## config.mk

```make
export PLATFORM = sky130hd
export DESIGN_NAME = magnet_frame_hysteresis_turn_counter
export DESIGN_NICKNAME = d
export VERILOG_FILES = /design/src/rtl/mfhtc_pkg.sv /design/src/rtl/mfhtc_front.sv /design/src/rtl/mfhtc_queue.sv /design/src/rtl/mfhtc_back.sv /design/src/rtl/magnet_frame_hysteresis_turn_counter.sv
export SDC_FILE = /design/constraint.sdc
export NUM_CORES = 2
export LEC_CHECK = 0
export BUFFER_PORTS_ARGS = -buffer_cell sky130_fd_sc_hd__buf_4
export CAP_MARGIN = 15
export CORE_MARGIN = 5
export CORE_UTILIZATION = 45
export CTS_CLUSTER_DIAMETER = 200
export DETAILED_ROUTE_END_ITERATION = 10
export GPL_TIMING_DRIVEN = 1
export SETUP_SLACK_MARGIN = 0.3
export SLEW_MARGIN = 20
export SYNTH_ARGS = -nofsm -noshare
export SYNTH_HDL_FRONTEND = slang
export SYNTH_SLANG_ARGS = --single-unit
export TNS_END_PERCENT = 20
```

## constraint.sdc

```tcl
create_clock -name clock -period 7.75 [get_ports clock]
set_input_delay 0.3875 -clock clock [delete_from_list [all_inputs] [get_ports clock]]
set_output_delay 0.3875 -clock clock [all_outputs]
set_load 0.02 [all_outputs]
```

## src/rtl/mfhtc_pkg.sv

```systemverilog
// Shared types and constants for the magnet frame hysteresis turn counter.
package mfhtc_pkg;

   // Field widths
   localparam int BYTE_W     = 8;
   localparam int RAW_W      = 16;
   localparam int GAIN_W     = 16;
   localparam int THR_W      = 23;
   localparam int AXIS_W     = 24;
   localparam int TURN_W     = 32;
   localparam int FRAC_W     = 2;
   localparam int CSR_DATA_W = 23;
   localparam int CSR_IDX_W  = 1;

   // Q8.8 gain: fraction bits dropped from the product
   localparam int GAIN_FRAC_W = 8;

   // Reset values of the configuration registers
   localparam logic [GAIN_W-1:0] GAIN_RESET = 16'd256;
   localparam logic [THR_W-1:0]  THR_RESET  = 23'd30;

   // Default number of magnets on the wheel
   localparam int MAGNETS_PER_TURN_DEF = 3;

   // Entries in the queue between front and back
   localparam int QUEUE_DEPTH = 2;
   localparam int QUEUE_PTR_W = 1;
   localparam int QUEUE_CNT_W = 2;

   // Status byte decoding
   localparam logic [BYTE_W-1:0] STATUS_ALL_ONES = 8'hFF;
   localparam int STATUS_ERR_BIT = 3;
   localparam int STATUS_OVF_BIT = 2;
   localparam int STATUS_NEW_BIT = 0;

   // Configuration register indexes
   typedef enum logic [CSR_IDX_W-1:0] {
      CSR_SCALE_GAIN        = 1'd0,
      CSR_TRIGGER_THRESHOLD = 1'd1
   } csr_index_type;

   // Result status codes
   typedef enum logic [1:0] {
      ST_NEW_DATA = 2'd0,
      ST_NO_DATA  = 2'd1,
      ST_COMM_ERR = 2'd2,
      ST_OVERFLOW = 2'd3
   } status_code_type;

   // Byte positions within a response frame
   typedef enum logic [2:0] {
      POS_STATUS = 3'd0,
      POS_X_HI   = 3'd1,
      POS_X_LO   = 3'd2,
      POS_Y_HI   = 3'd3,
      POS_Y_LO   = 3'd4,
      POS_Z_HI   = 3'd5,
      POS_Z_LO   = 3'd6,
      POS_CRC    = 3'd7
   } byte_pos_type;

   // Classified frame handed from front to back
   typedef struct packed {
      status_code_type         code;
      logic signed [RAW_W-1:0] raw_x;
      logic signed [RAW_W-1:0] raw_y;
      logic signed [RAW_W-1:0] raw_z;
   } job_type;

   // Frame after the gain multiply
   typedef struct packed {
      status_code_type          code;
      logic signed [AXIS_W-1:0] scaled_x;
      logic signed [AXIS_W-1:0] scaled_y;
      logic signed [AXIS_W-1:0] scaled_z;
   } scaled_type;

endpackage

```

## src/rtl/mfhtc_front.sv

```systemverilog
// Front end: assembles response bytes into frames and classifies the status byte.
module mfhtc_front (
   input  logic                            clock,
   input  logic                            reset,
   input  logic                            req_valid,
   output logic                            req_ready,
   input  logic [mfhtc_pkg::BYTE_W-1:0]    req_rx_byte,
   input  logic                            req_frame_start,
   input  logic                            queue_full,
   output logic                            push,
   output mfhtc_pkg::job_type              push_job
);

   mfhtc_pkg::byte_pos_type           pos_ff, pos_in, pos_eff;
   logic [mfhtc_pkg::BYTE_W-1:0]      status_ff, status_in;
   logic [mfhtc_pkg::RAW_W-1:0]       x_ff, x_in, y_ff, y_in, z_ff, z_in;
   logic                              accept;
   mfhtc_pkg::status_code_type        code;

   assign req_ready = !queue_full;
   assign accept    = req_valid && req_ready;

   // Frame start forces the status slot
   assign pos_eff = req_frame_start ? mfhtc_pkg::POS_STATUS : pos_ff;

   // Byte placement and position advance
   always_comb begin
      pos_in    = pos_ff;
      status_in = status_ff;
      x_in      = x_ff;
      y_in      = y_ff;
      z_in      = z_ff;
      if (accept) begin
         pos_in = mfhtc_pkg::byte_pos_type'(3'(pos_eff + 3'd1));
         case (pos_eff)
            mfhtc_pkg::POS_STATUS: status_in = req_rx_byte;
            mfhtc_pkg::POS_X_HI:   x_in = {req_rx_byte, x_ff[7:0]};
            mfhtc_pkg::POS_X_LO:   x_in = {x_ff[15:8], req_rx_byte};
            mfhtc_pkg::POS_Y_HI:   y_in = {req_rx_byte, y_ff[7:0]};
            mfhtc_pkg::POS_Y_LO:   y_in = {y_ff[15:8], req_rx_byte};
            mfhtc_pkg::POS_Z_HI:   z_in = {req_rx_byte, z_ff[7:0]};
            mfhtc_pkg::POS_Z_LO:   z_in = {z_ff[15:8], req_rx_byte};
            default:               pos_in = mfhtc_pkg::POS_STATUS;
         endcase
      end
   end

   // Status classification, communication error first
   always_comb begin
      if (status_ff == mfhtc_pkg::STATUS_ALL_ONES || status_ff[mfhtc_pkg::STATUS_ERR_BIT]) begin
         code = mfhtc_pkg::ST_COMM_ERR;
      end else if (status_ff[mfhtc_pkg::STATUS_OVF_BIT]) begin
         code = mfhtc_pkg::ST_OVERFLOW;
      end else if (status_ff[mfhtc_pkg::STATUS_NEW_BIT]) begin
         code = mfhtc_pkg::ST_NEW_DATA;
      end else begin
         code = mfhtc_pkg::ST_NO_DATA;
      end
   end

   // CRC byte closes the frame
   assign push           = accept && (pos_eff == mfhtc_pkg::POS_CRC);
   assign push_job.code  = code;
   assign push_job.raw_x = $signed(x_ff);
   assign push_job.raw_y = $signed(y_ff);
   assign push_job.raw_z = $signed(z_ff);

   always_ff @(posedge clock) begin
      if (reset) begin
         pos_ff    <= mfhtc_pkg::POS_STATUS;
         status_ff <= '0;
         x_ff      <= '0;
         y_ff      <= '0;
         z_ff      <= '0;
      end else begin
         pos_ff    <= pos_in;
         status_ff <= status_in;
         x_ff      <= x_in;
         y_ff      <= y_in;
         z_ff      <= z_in;
      end
   end

endmodule

```

## src/rtl/mfhtc_queue.sv

```systemverilog
// Short queue of classified frames between front and back.
module mfhtc_queue (
   input  logic                clock,
   input  logic                reset,
   input  logic                push,
   input  mfhtc_pkg::job_type  push_job,
   output logic                full,
   output logic                pop_valid,
   input  logic                pop,
   output mfhtc_pkg::job_type  pop_job
);

   mfhtc_pkg::job_type                      entry_ff [mfhtc_pkg::QUEUE_DEPTH];
   logic [mfhtc_pkg::QUEUE_PTR_W-1:0]       wr_ptr_ff, wr_ptr_in, rd_ptr_ff, rd_ptr_in;
   logic [mfhtc_pkg::QUEUE_CNT_W-1:0]       count_ff, count_in;

   assign full      = (count_ff == mfhtc_pkg::QUEUE_CNT_W'(mfhtc_pkg::QUEUE_DEPTH));
   assign pop_valid = (count_ff != '0);
   assign pop_job   = entry_ff[rd_ptr_ff];

   // Pointer and occupancy update
   always_comb begin
      wr_ptr_in = push ? wr_ptr_ff + 1'b1 : wr_ptr_ff;
      rd_ptr_in = pop ? rd_ptr_ff + 1'b1 : rd_ptr_ff;
      count_in  = count_ff;
      if (push && !pop) begin
         count_in = count_ff + 1'b1;
      end else if (pop && !push) begin
         count_in = count_ff - 1'b1;
      end
   end

   always_ff @(posedge clock) begin
      if (push) begin
         entry_ff[wr_ptr_ff] <= push_job;
      end
   end

   always_ff @(posedge clock) begin
      if (reset) begin
         wr_ptr_ff <= '0;
         rd_ptr_ff <= '0;
         count_ff  <= '0;
      end else begin
         wr_ptr_ff <= wr_ptr_in;
         rd_ptr_ff <= rd_ptr_in;
         count_ff  <= count_in;
      end
   end

   a_no_overflow: assert property (@(posedge clock) disable iff (reset) push |-> !full)
      else $error("queue written while full");
   a_no_underflow: assert property (@(posedge clock) disable iff (reset) pop |-> pop_valid)
      else $error("queue read while empty");

endmodule

```

## src/rtl/mfhtc_back.sv

```systemverilog
// Back end: gain multiply, Schmitt trigger, pass and turn counters, result register.
module mfhtc_back #(
   parameter int MAGNETS_PER_TURN = mfhtc_pkg::MAGNETS_PER_TURN_DEF
) (
   input  logic                                 clock,
   input  logic                                 reset,
   input  logic [mfhtc_pkg::GAIN_W-1:0]         scale_gain,
   input  logic [mfhtc_pkg::THR_W-1:0]          trigger_threshold,
   input  logic                                 pop_valid,
   output logic                                 pop,
   input  mfhtc_pkg::job_type                   pop_job,
   output logic                                 rsp_valid,
   input  logic                                 rsp_ready,
   output logic [1:0]                           rsp_status_code,
   output logic signed [mfhtc_pkg::AXIS_W-1:0]  rsp_axis_x,
   output logic signed [mfhtc_pkg::AXIS_W-1:0]  rsp_axis_y,
   output logic signed [mfhtc_pkg::AXIS_W-1:0]  rsp_axis_z,
   output logic                                 rsp_magnet_high,
   output logic [mfhtc_pkg::TURN_W-1:0]         rsp_whole_turns,
   output logic [mfhtc_pkg::FRAC_W-1:0]         rsp_turn_fraction
);

   localparam int PASS_W  = (MAGNETS_PER_TURN > 4) ? $clog2(MAGNETS_PER_TURN) : 2;
   localparam int PROD_W  = mfhtc_pkg::RAW_W + mfhtc_pkg::GAIN_W + 1;
   localparam int AXIS_W  = mfhtc_pkg::AXIS_W;
   localparam int CMP_W   = mfhtc_pkg::AXIS_W + 1;
   localparam int FRAC_LO = mfhtc_pkg::GAIN_FRAC_W;

   // Pipeline stage registers
   logic                    a_valid_ff, a_valid_in, b_valid_ff, b_valid_in;
   mfhtc_pkg::job_type      a_ff;
   mfhtc_pkg::scaled_type   b_ff, b_in;
   logic                    a_adv, b_adv;

   // Architectural state
   logic signed [AXIS_W-1:0]        hx_ff, hx_in, hy_ff, hy_in, hz_ff, hz_in;
   logic                            trig_ff, trig_in;
   logic [PASS_W-1:0]               pass_ff, pass_in;
   logic [mfhtc_pkg::TURN_W-1:0]    turn_ff, turn_in;

   // Result register
   logic                            out_valid_ff, out_valid_in;
   mfhtc_pkg::status_code_type      out_code_ff;
   logic signed [AXIS_W-1:0]        out_x_ff, out_y_ff, out_z_ff;
   logic                            out_trig_ff;
   logic [mfhtc_pkg::TURN_W-1:0]    out_turn_ff;
   logic [mfhtc_pkg::FRAC_W-1:0]    out_frac_ff;

   logic signed [PROD_W-1:0]        prod_x, prod_y, prod_z, gain_s;
   logic signed [CMP_W-1:0]         z_ext, thr_pos, thr_neg;
   logic                            above, below;

   // Stall chain, result register back to queue
   assign b_adv      = b_valid_ff && (!out_valid_ff || rsp_ready);
   assign a_adv      = a_valid_ff && (!b_valid_ff || b_adv);
   assign pop        = pop_valid && (!a_valid_ff || a_adv);
   assign a_valid_in = pop || (a_valid_ff && !a_adv);
   assign b_valid_in = a_adv || (b_valid_ff && !b_adv);

   // Stage A: Q8.8 gain multiply, floor by arithmetic shift
   assign gain_s = PROD_W'($signed({1'b0, scale_gain}));
   assign prod_x = PROD_W'(a_ff.raw_x) * gain_s;
   assign prod_y = PROD_W'(a_ff.raw_y) * gain_s;
   assign prod_z = PROD_W'(a_ff.raw_z) * gain_s;

   always_comb begin
      b_in.code     = a_ff.code;
      b_in.scaled_x = prod_x[FRAC_LO +: AXIS_W];
      b_in.scaled_y = prod_y[FRAC_LO +: AXIS_W];
      b_in.scaled_z = prod_z[FRAC_LO +: AXIS_W];
   end

   // Stage B: symmetric hysteresis compare on scaled Z
   assign z_ext   = CMP_W'(b_ff.scaled_z);
   assign thr_pos = $signed(CMP_W'(trigger_threshold));
   assign thr_neg = -thr_pos;
   assign above   = z_ext > thr_pos;
   assign below   = z_ext < thr_neg;

   // Commit of a frame: held axes, trigger, counters
   always_comb begin
      hx_in   = hx_ff;
      hy_in   = hy_ff;
      hz_in   = hz_ff;
      trig_in = trig_ff;
      pass_in = pass_ff;
      turn_in = turn_ff;
      if (b_adv && b_ff.code == mfhtc_pkg::ST_NEW_DATA) begin
         hx_in = b_ff.scaled_x;
         hy_in = b_ff.scaled_y;
         hz_in = b_ff.scaled_z;
         if (!trig_ff && above) begin
            trig_in = 1'b1;
         end else if (trig_ff && below) begin
            trig_in = 1'b0;
            if (pass_ff == PASS_W'(MAGNETS_PER_TURN - 1)) begin
               pass_in = '0;
               turn_in = turn_ff + 1'b1;
            end else begin
               pass_in = pass_ff + 1'b1;
            end
         end
      end
   end

   assign out_valid_in = b_adv || (out_valid_ff && !rsp_ready);

   always_ff @(posedge clock) begin
      if (pop) begin
         a_ff <= pop_job;
      end
      if (a_adv) begin
         b_ff <= b_in;
      end
      if (b_adv) begin
         out_code_ff <= b_ff.code;
         out_x_ff    <= hx_in;
         out_y_ff    <= hy_in;
         out_z_ff    <= hz_in;
         out_trig_ff <= trig_in;
         out_turn_ff <= turn_in;
         out_frac_ff <= pass_in[mfhtc_pkg::FRAC_W-1:0];
      end
   end

   always_ff @(posedge clock) begin
      if (reset) begin
         a_valid_ff   <= 1'b0;
         b_valid_ff   <= 1'b0;
         out_valid_ff <= 1'b0;
         hx_ff        <= '0;
         hy_ff        <= '0;
         hz_ff        <= '0;
         trig_ff      <= 1'b0;
         pass_ff      <= '0;
         turn_ff      <= '0;
      end else begin
         a_valid_ff   <= a_valid_in;
         b_valid_ff   <= b_valid_in;
         out_valid_ff <= out_valid_in;
         hx_ff        <= hx_in;
         hy_ff        <= hy_in;
         hz_ff        <= hz_in;
         trig_ff      <= trig_in;
         pass_ff      <= pass_in;
         turn_ff      <= turn_in;
      end
   end

   assign rsp_valid         = out_valid_ff;
   assign rsp_status_code   = out_code_ff;
   assign rsp_axis_x        = out_x_ff;
   assign rsp_axis_y        = out_y_ff;
   assign rsp_axis_z        = out_z_ff;
   assign rsp_magnet_high   = out_trig_ff;
   assign rsp_whole_turns   = out_turn_ff;
   assign rsp_turn_fraction = out_frac_ff;

   a_pass_range: assert property (@(posedge clock) disable iff (reset)
      int'(pass_ff) < MAGNETS_PER_TURN)
      else $error("pass count reached a full turn");
   a_state_idle: assert property (@(posedge clock) disable iff (reset)
      !b_adv |=> $stable(trig_ff) && $stable(turn_ff) && $stable(pass_ff))
      else $error("trigger or counters moved without a committed frame");
   a_rsp_source: assert property (@(posedge clock) disable iff (reset)
      $rose(out_valid_ff) |-> $past(b_adv))
      else $error("result appeared without a committed frame");

endmodule

```

## src/rtl/magnet_frame_hysteresis_turn_counter.sv

```systemverilog
// Top level: configuration registers and the front, queue and back of the turn counter.
//
//  channel  dir  handshake              payload
//  req      in   req_valid/req_ready    req_rx_byte, req_frame_start
//  rsp      out  rsp_valid/rsp_ready    status, three axes, magnet_high, turns, fraction
//  csr      in   csr_valid/csr_ready    csr_index, csr_wdata
//
//  One byte is taken per cycle; req_ready drops only with the queue full. The CRC byte of
//  a frame yields one result, registered in turn in the queue, gain multiply stage, trigger
//  and counter stage and result register. The back end takes one frame per cycle unless
//  a result waits on rsp_ready, and the two-entry queue lets the front keep taking bytes.
//  Reset is synchronous and clears position, counters, trigger and held axes; gain
//  returns to 1.0 and threshold to 30. The csr channel is always ready.
module magnet_frame_hysteresis_turn_counter #(
   parameter int MAGNETS_PER_TURN = mfhtc_pkg::MAGNETS_PER_TURN_DEF
) (
   input  logic                                  clock,
   input  logic                                  reset,
   input  logic                                  req_valid,
   output logic                                  req_ready,
   input  logic [mfhtc_pkg::BYTE_W-1:0]          req_rx_byte,
   input  logic                                  req_frame_start,
   output logic                                  rsp_valid,
   input  logic                                  rsp_ready,
   output logic [1:0]                            rsp_status_code,
   output logic signed [mfhtc_pkg::AXIS_W-1:0]   rsp_axis_x,
   output logic signed [mfhtc_pkg::AXIS_W-1:0]   rsp_axis_y,
   output logic signed [mfhtc_pkg::AXIS_W-1:0]   rsp_axis_z,
   output logic                                  rsp_magnet_high,
   output logic [mfhtc_pkg::TURN_W-1:0]          rsp_whole_turns,
   output logic [mfhtc_pkg::FRAC_W-1:0]          rsp_turn_fraction,
   input  logic                                  csr_valid,
   output logic                                  csr_ready,
   input  logic [mfhtc_pkg::CSR_IDX_W-1:0]       csr_index,
   input  logic [mfhtc_pkg::CSR_DATA_W-1:0]      csr_wdata
);

   logic [mfhtc_pkg::GAIN_W-1:0]  gain_ff, gain_in;
   logic [mfhtc_pkg::THR_W-1:0]   thr_ff, thr_in;
   logic                          queue_full, push, pop, pop_valid;
   mfhtc_pkg::job_type            push_job, pop_job;

   assign csr_ready = 1'b1;

   // Configuration register writes
   always_comb begin
      gain_in = gain_ff;
      thr_in  = thr_ff;
      if (csr_valid && csr_ready) begin
         case (mfhtc_pkg::csr_index_type'(csr_index))
            mfhtc_pkg::CSR_SCALE_GAIN:        gain_in = csr_wdata[mfhtc_pkg::GAIN_W-1:0];
            mfhtc_pkg::CSR_TRIGGER_THRESHOLD: thr_in  = csr_wdata[mfhtc_pkg::THR_W-1:0];
            default: ;
         endcase
      end
   end

   always_ff @(posedge clock) begin
      if (reset) begin
         gain_ff <= mfhtc_pkg::GAIN_RESET;
         thr_ff  <= mfhtc_pkg::THR_RESET;
      end else begin
         gain_ff <= gain_in;
         thr_ff  <= thr_in;
      end
   end

   mfhtc_front u_front (
      .clock           (clock),
      .reset           (reset),
      .req_valid       (req_valid),
      .req_ready       (req_ready),
      .req_rx_byte     (req_rx_byte),
      .req_frame_start (req_frame_start),
      .queue_full      (queue_full),
      .push            (push),
      .push_job        (push_job)
   );

   mfhtc_queue u_queue (
      .clock     (clock),
      .reset     (reset),
      .push      (push),
      .push_job  (push_job),
      .full      (queue_full),
      .pop_valid (pop_valid),
      .pop       (pop),
      .pop_job   (pop_job)
   );

   mfhtc_back #(
      .MAGNETS_PER_TURN (MAGNETS_PER_TURN)
   ) u_back (
      .clock             (clock),
      .reset             (reset),
      .scale_gain        (gain_ff),
      .trigger_threshold (thr_ff),
      .pop_valid         (pop_valid),
      .pop               (pop),
      .pop_job           (pop_job),
      .rsp_valid         (rsp_valid),
      .rsp_ready         (rsp_ready),
      .rsp_status_code   (rsp_status_code),
      .rsp_axis_x        (rsp_axis_x),
      .rsp_axis_y        (rsp_axis_y),
      .rsp_axis_z        (rsp_axis_z),
      .rsp_magnet_high   (rsp_magnet_high),
      .rsp_whole_turns   (rsp_whole_turns),
      .rsp_turn_fraction (rsp_turn_fraction)
   );

endmodule
```

==> flow_metrics.env <==
export IMPL_ff2ff_setup_slack_ps=1110
export IMPL_synth_nets=5509
export IMPL_grt_max_degree=79
export IMPL_syn_instance_count=4494
export IMPL_antenna_left=0
export IMPL_h_tree_depth=2
export IMPL_clkPwrFrac=0.173
export IMPL_required_ps=8160
export IMPL_power_frac_seq=0.277
export IMPL_setup_violations=0
export IMPL_yosysSeqAreaShare=0.309
export IMPL_rsz0062_at_grt="false"
export IMPL_first_pass_iters=5
export IMPL_syn2layout_area_growth_pct=10.4
export IMPL_min_period_over_period=0.857
export IMPL_startpoint="gain_ff[9]"
export IMPL_crit_fanout=29
export IMPL_path_cells="buf_4 -> nand2_1 -> fa_1 -> fa_1 -> fa_1 -> fa_1 -> inv_1 -> fa_1 -> inv_1 -> fa_1 -> inv_1 -> ha_1 -> nand2_1 -> nor2_1 -> nand2_1 -> o211ai_1 -> a21oi_1 -> o21ai_1 -> a31oi_1 -> xnor2_1"
export IMPL_cts_root_buf="clkbuf_16"
export IMPL_drcViolationCount=0
export IMPL_finalHoldViolCount=0
export IMPL_via_count=30000
export IMPL_power_density_nw_per_um2=336
export IMPL_critPathMaxStageDelay_ps=650
export IMPL_regArea_um2=14200
export IMPL_synth_seq_cells=540
export IMPL_drt_iter0_markers=1735
export IMPL_cts_resized=0
export IMPL_ys_types=76
export IMPL_wl_per_cell_um=17.7
export IMPL_diodes=0
export IMPL_layout_drive_gt1_share=0.0864
export IMPL_multiInputGateArea_um2=28000
export IMPL_rr_endpoint="u_back.b_ff[71]"
export IMPL_reg2reg_depth=20
export IMPL_synth_async_reset_ratio=0
export IMPL_portBuffers=148
export IMPL_p_int_uw=9700
export IMPL_outcome="finished, final reports clean"
export IMPL_power_leakage_uw=0.0235
export IMPL_num_fill_cells=9395
export IMPL_crit_arrival_ps=7050
export IMPL_core_um2=101000
export IMPL_period_needed_ps=6640
export IMPL_die_w_um=329
export IMPL_die_h_um=329
export IMPL_yosysWarningCount=0
export IMPL_comb_power_share=0.550
export IMPL_grt_pass1_wl_um=174000
export IMPL_synthTopCellsByCount="756 x inv_1, 729 x nand2_1, 579 x fa_1, 398 x ha_1, 342 x and2_1"
export IMPL_skew_ps=40.0
export IMPL_p_sw_frac=0.429
export IMPL_path_class="reg2reg"
export IMPL_clock_sinks=540
export IMPL_holdWs_ps=72.6
export IMPL_grt_overflow=0
export IMPL_path_clk_slew_ps=60
export IMPL_ir_drop_v=0.000328
export IMPL_initial_core_util=0.452
export IMPL_numCtsBuffers=61
export IMPL_cts_tree="done"
export IMPL_synth_edff_count=333
export IMPL_grt_usage=0.202
export IMPL_grt_antenna_before_repair=2
export IMPL_p_switching_uw=7270
export IMPL_grt_pass1_vias=31700
export IMPL_drv_cap=0
export IMPL_dieArea_um2=108000
export IMPL_synth_area_um2=45700
export IMPL_dp_hpwl_um=77300
export IMPL_ys_top_cells_by_area="fa_1 25%, edfxtp_1 22%, ha_1 11%"
export IMPL_synth_top_area_frac=0.253
export IMPL_postSynthAreaPerCell_um2=10.2
export IMPL_routed_via_density=5.01
export IMPL_cp_end_kind="flop"
export IMPL_cts_setup_buffers=0
export IMPL_slew_headroom=0.316
export IMPL_ys_flop_type="edfxtp_1"
export IMPL_final_cells=5995
export IMPL_cts_buffer_depth=3
export IMPL_crit_top_cell="fa_1"
export IMPL_nets=5591
export IMPL_fp_row_count=117
export IMPL_fmaxAchievable_ghz=0.151
export IMPL_reg2reg_from="gain_ff[9]"
export IMPL_worst_slew_pin_slew_ps=1020
export IMPL_io_pins=150
export IMPL_globalplace_congestion=0.839
export IMPL_slowest_stage="dfxtp_2"
export IMPL_tns_ps=0
export IMPL_dp_cells=5857
export IMPL_final_util=0.499
export IMPL_maxSlewViolCount=0
export IMPL_yosysTopAreaCell="fa_1"
export IMPL_clk_latency_ps=680
export IMPL_cp_start_kind="flop"
export IMPL_synth_most_common_cell="inv_1"
export IMPL_hold_path_class="in2reg"
export IMPL_wirelength_um=106000
export IMPL_crit_path_end="u_back.b_ff[71]"
[through the flow]
step / worst slack (ps) / area (µm²) / total power [µW]
final: 1110 / 50500 / 17000
after global routing: 694 / 50500 / 18800
after CTS: 1150 / 50500 / 17200
after detailed placement: 1190 / 48200 / 14200
after global placement: 1240 / 48200 / 14000
after floorplan: 1770 / 45700 / 11600
[critical path, delay by kind of cell, from the launching register on]
| family | cells | cell delay (ps) |
|---|---|---|
| buffers and inverters | 4 | 630 |
| xor gates and xnor gates | 1 | 130 |
| and+or+nand+nor | 4 | 470 |
| DFF | 1 | 650 |
| AOI/OAI and AO/OA | 4 | 1090 |
| adders and majority gates | 7 | 3370 |
[cells in the final DEF, fill, tap and decap left out, types with 7 or more instances in the layout]
master / synthesis / layout
dfxtp_2: 0 / 10
nor3_1: 20 / 20
dfxtp_1: 207 / 197
nand4_1: 30 / 30
fa_1: 579 / 579
edfxtp_1: 333 / 333
nor4_1: 7 / 7
clkinv_1: 2 / 10
dlygate4sd3_1: 0 / 24
nand2b_1: 35 / 35
nor4_2: 11 / 11
o21bai_1: 7 / 7
o21ai_0: 37 / 37
clkinv_2: 0 / 12
a21oi_1: 100 / 100
and2_1: 342 / 342
ha_1: 398 / 398
xnor2_1: 83 / 83
nor2b_1: 128 / 126
nand3b_1: 8 / 8
nor2_1: 151 / 150
mux2i_1: 48 / 48
mux2_2: 59 / 59
and3_1: 18 / 17
nand3_1: 27 / 27
buf_4: 1 / 184
a211oi_1: 8 / 8
xor2_1: 46 / 46
o21a_1: 12 / 12
nand2_1: 729 / 729
clkbuf_16: 0 / 61
inv_1: 756 / 754
a21o_1: 25 / 25
clkbuf_1: 183 / 10
[worst min path at each step]
stage,depth (start not counted),from,end
global placement,0,u_back.a_ff[48],u_back.b_ff[72]
finish,3,req_rx_byte[6],u_front.y_ff[6]
floorplan,0,u_back.a_ff[48],u_back.b_ff[72]
detailed placement,0,u_back.a_ff[49],u_back.b_ff[73]
global route,3,req_rx_byte[6],u_front.z_ff[14]
CTS,3,req_rx_byte[6],u_front.x_ff[6]
[registers in the layout, indices dropped and copies added (netlist names), 3 cells and up]
signal / count
gain_ff: 16
thr_ff: 23
u_back.a_ff: 50
u_back.b_ff: 74
u_back.hx_ff: 24
u_back.hy_ff: 24
u_back.hz_ff: 24
u_back.rsp_axis_x: 24
u_back.rsp_axis_y: 24
u_back.rsp_axis_z: 24
u_back.rsp_whole_turns: 32
u_back.turn_ff: 32
u_front.pos_ff: 3
u_front.status_ff: 3
u_front.x_ff: 16
u_front.y_ff: 16
u_front.z_ff: 16
u_queue.entry_ff: 100
[power by group through the flow]
stage / clock [µW] / combinational (µW) / sequential [µW]
6_report: 2930 / 9340 / 4700
5_1_grt: 3140 / 10900 / 4750
4_1_cts: 3020 / 9510 / 4690
3_5_place_dp: 0 / 9410 / 4750
3_3_place_gp: 0 / 9300 / 4740
2_1_floorplan: 0 / 7290 / 4290
[layout make-up]
class | count | area share
Multi-Input combinational cell | 3000 | 0.555
Sequential cell | 540 | 0.280
Inverter | 759 | 0.0565
Timing Repair Buffer | 214 | 0.0343
Tap cell | 1368 | 0.0339
Clock buffer | 76 | 0.0323
Clock inverter | 38 | 0.00795
[cell families (layout without fill, tap and decap cells)]
family | after synthesis | in the layout | share of synthesized area
compound gates | 237 | 237 | 0.0327
fa+ha+maj | 977 | 977 | 0.362
simple gates | 1543 | 1543 | 0.166
other cells | 1 | 1 | 0.0000820
xor+xnor | 130 | 130 | 0.0251
mux | 112 | 112 | 0.0263
flops | 540 | 540 | 0.309
buf+inv | 954 | 1087 | 0.0786
[layer usage]
metal / GRT usage / vias to the layer above / wire length, µm
li1: - / 14200 / -
met1: 0.282 / 15100 / 48500
met2: 0.336 / 589 / 50200
met3: 0.0297 / 137 / 5080
met4: 0.0488 / 0 / 2490
met5: 0 / - / 0
[what timing repair did]
| action | 4_1_cts | 5_1_grt |
|---|---|---|
| hold buffers | 24 | 0 |
| setup endpoints to repair | 0 | 0 |
| hold endpoints to repair | 34 | 0 |
No activity file was read; power rests on OpenSTA's default activity.
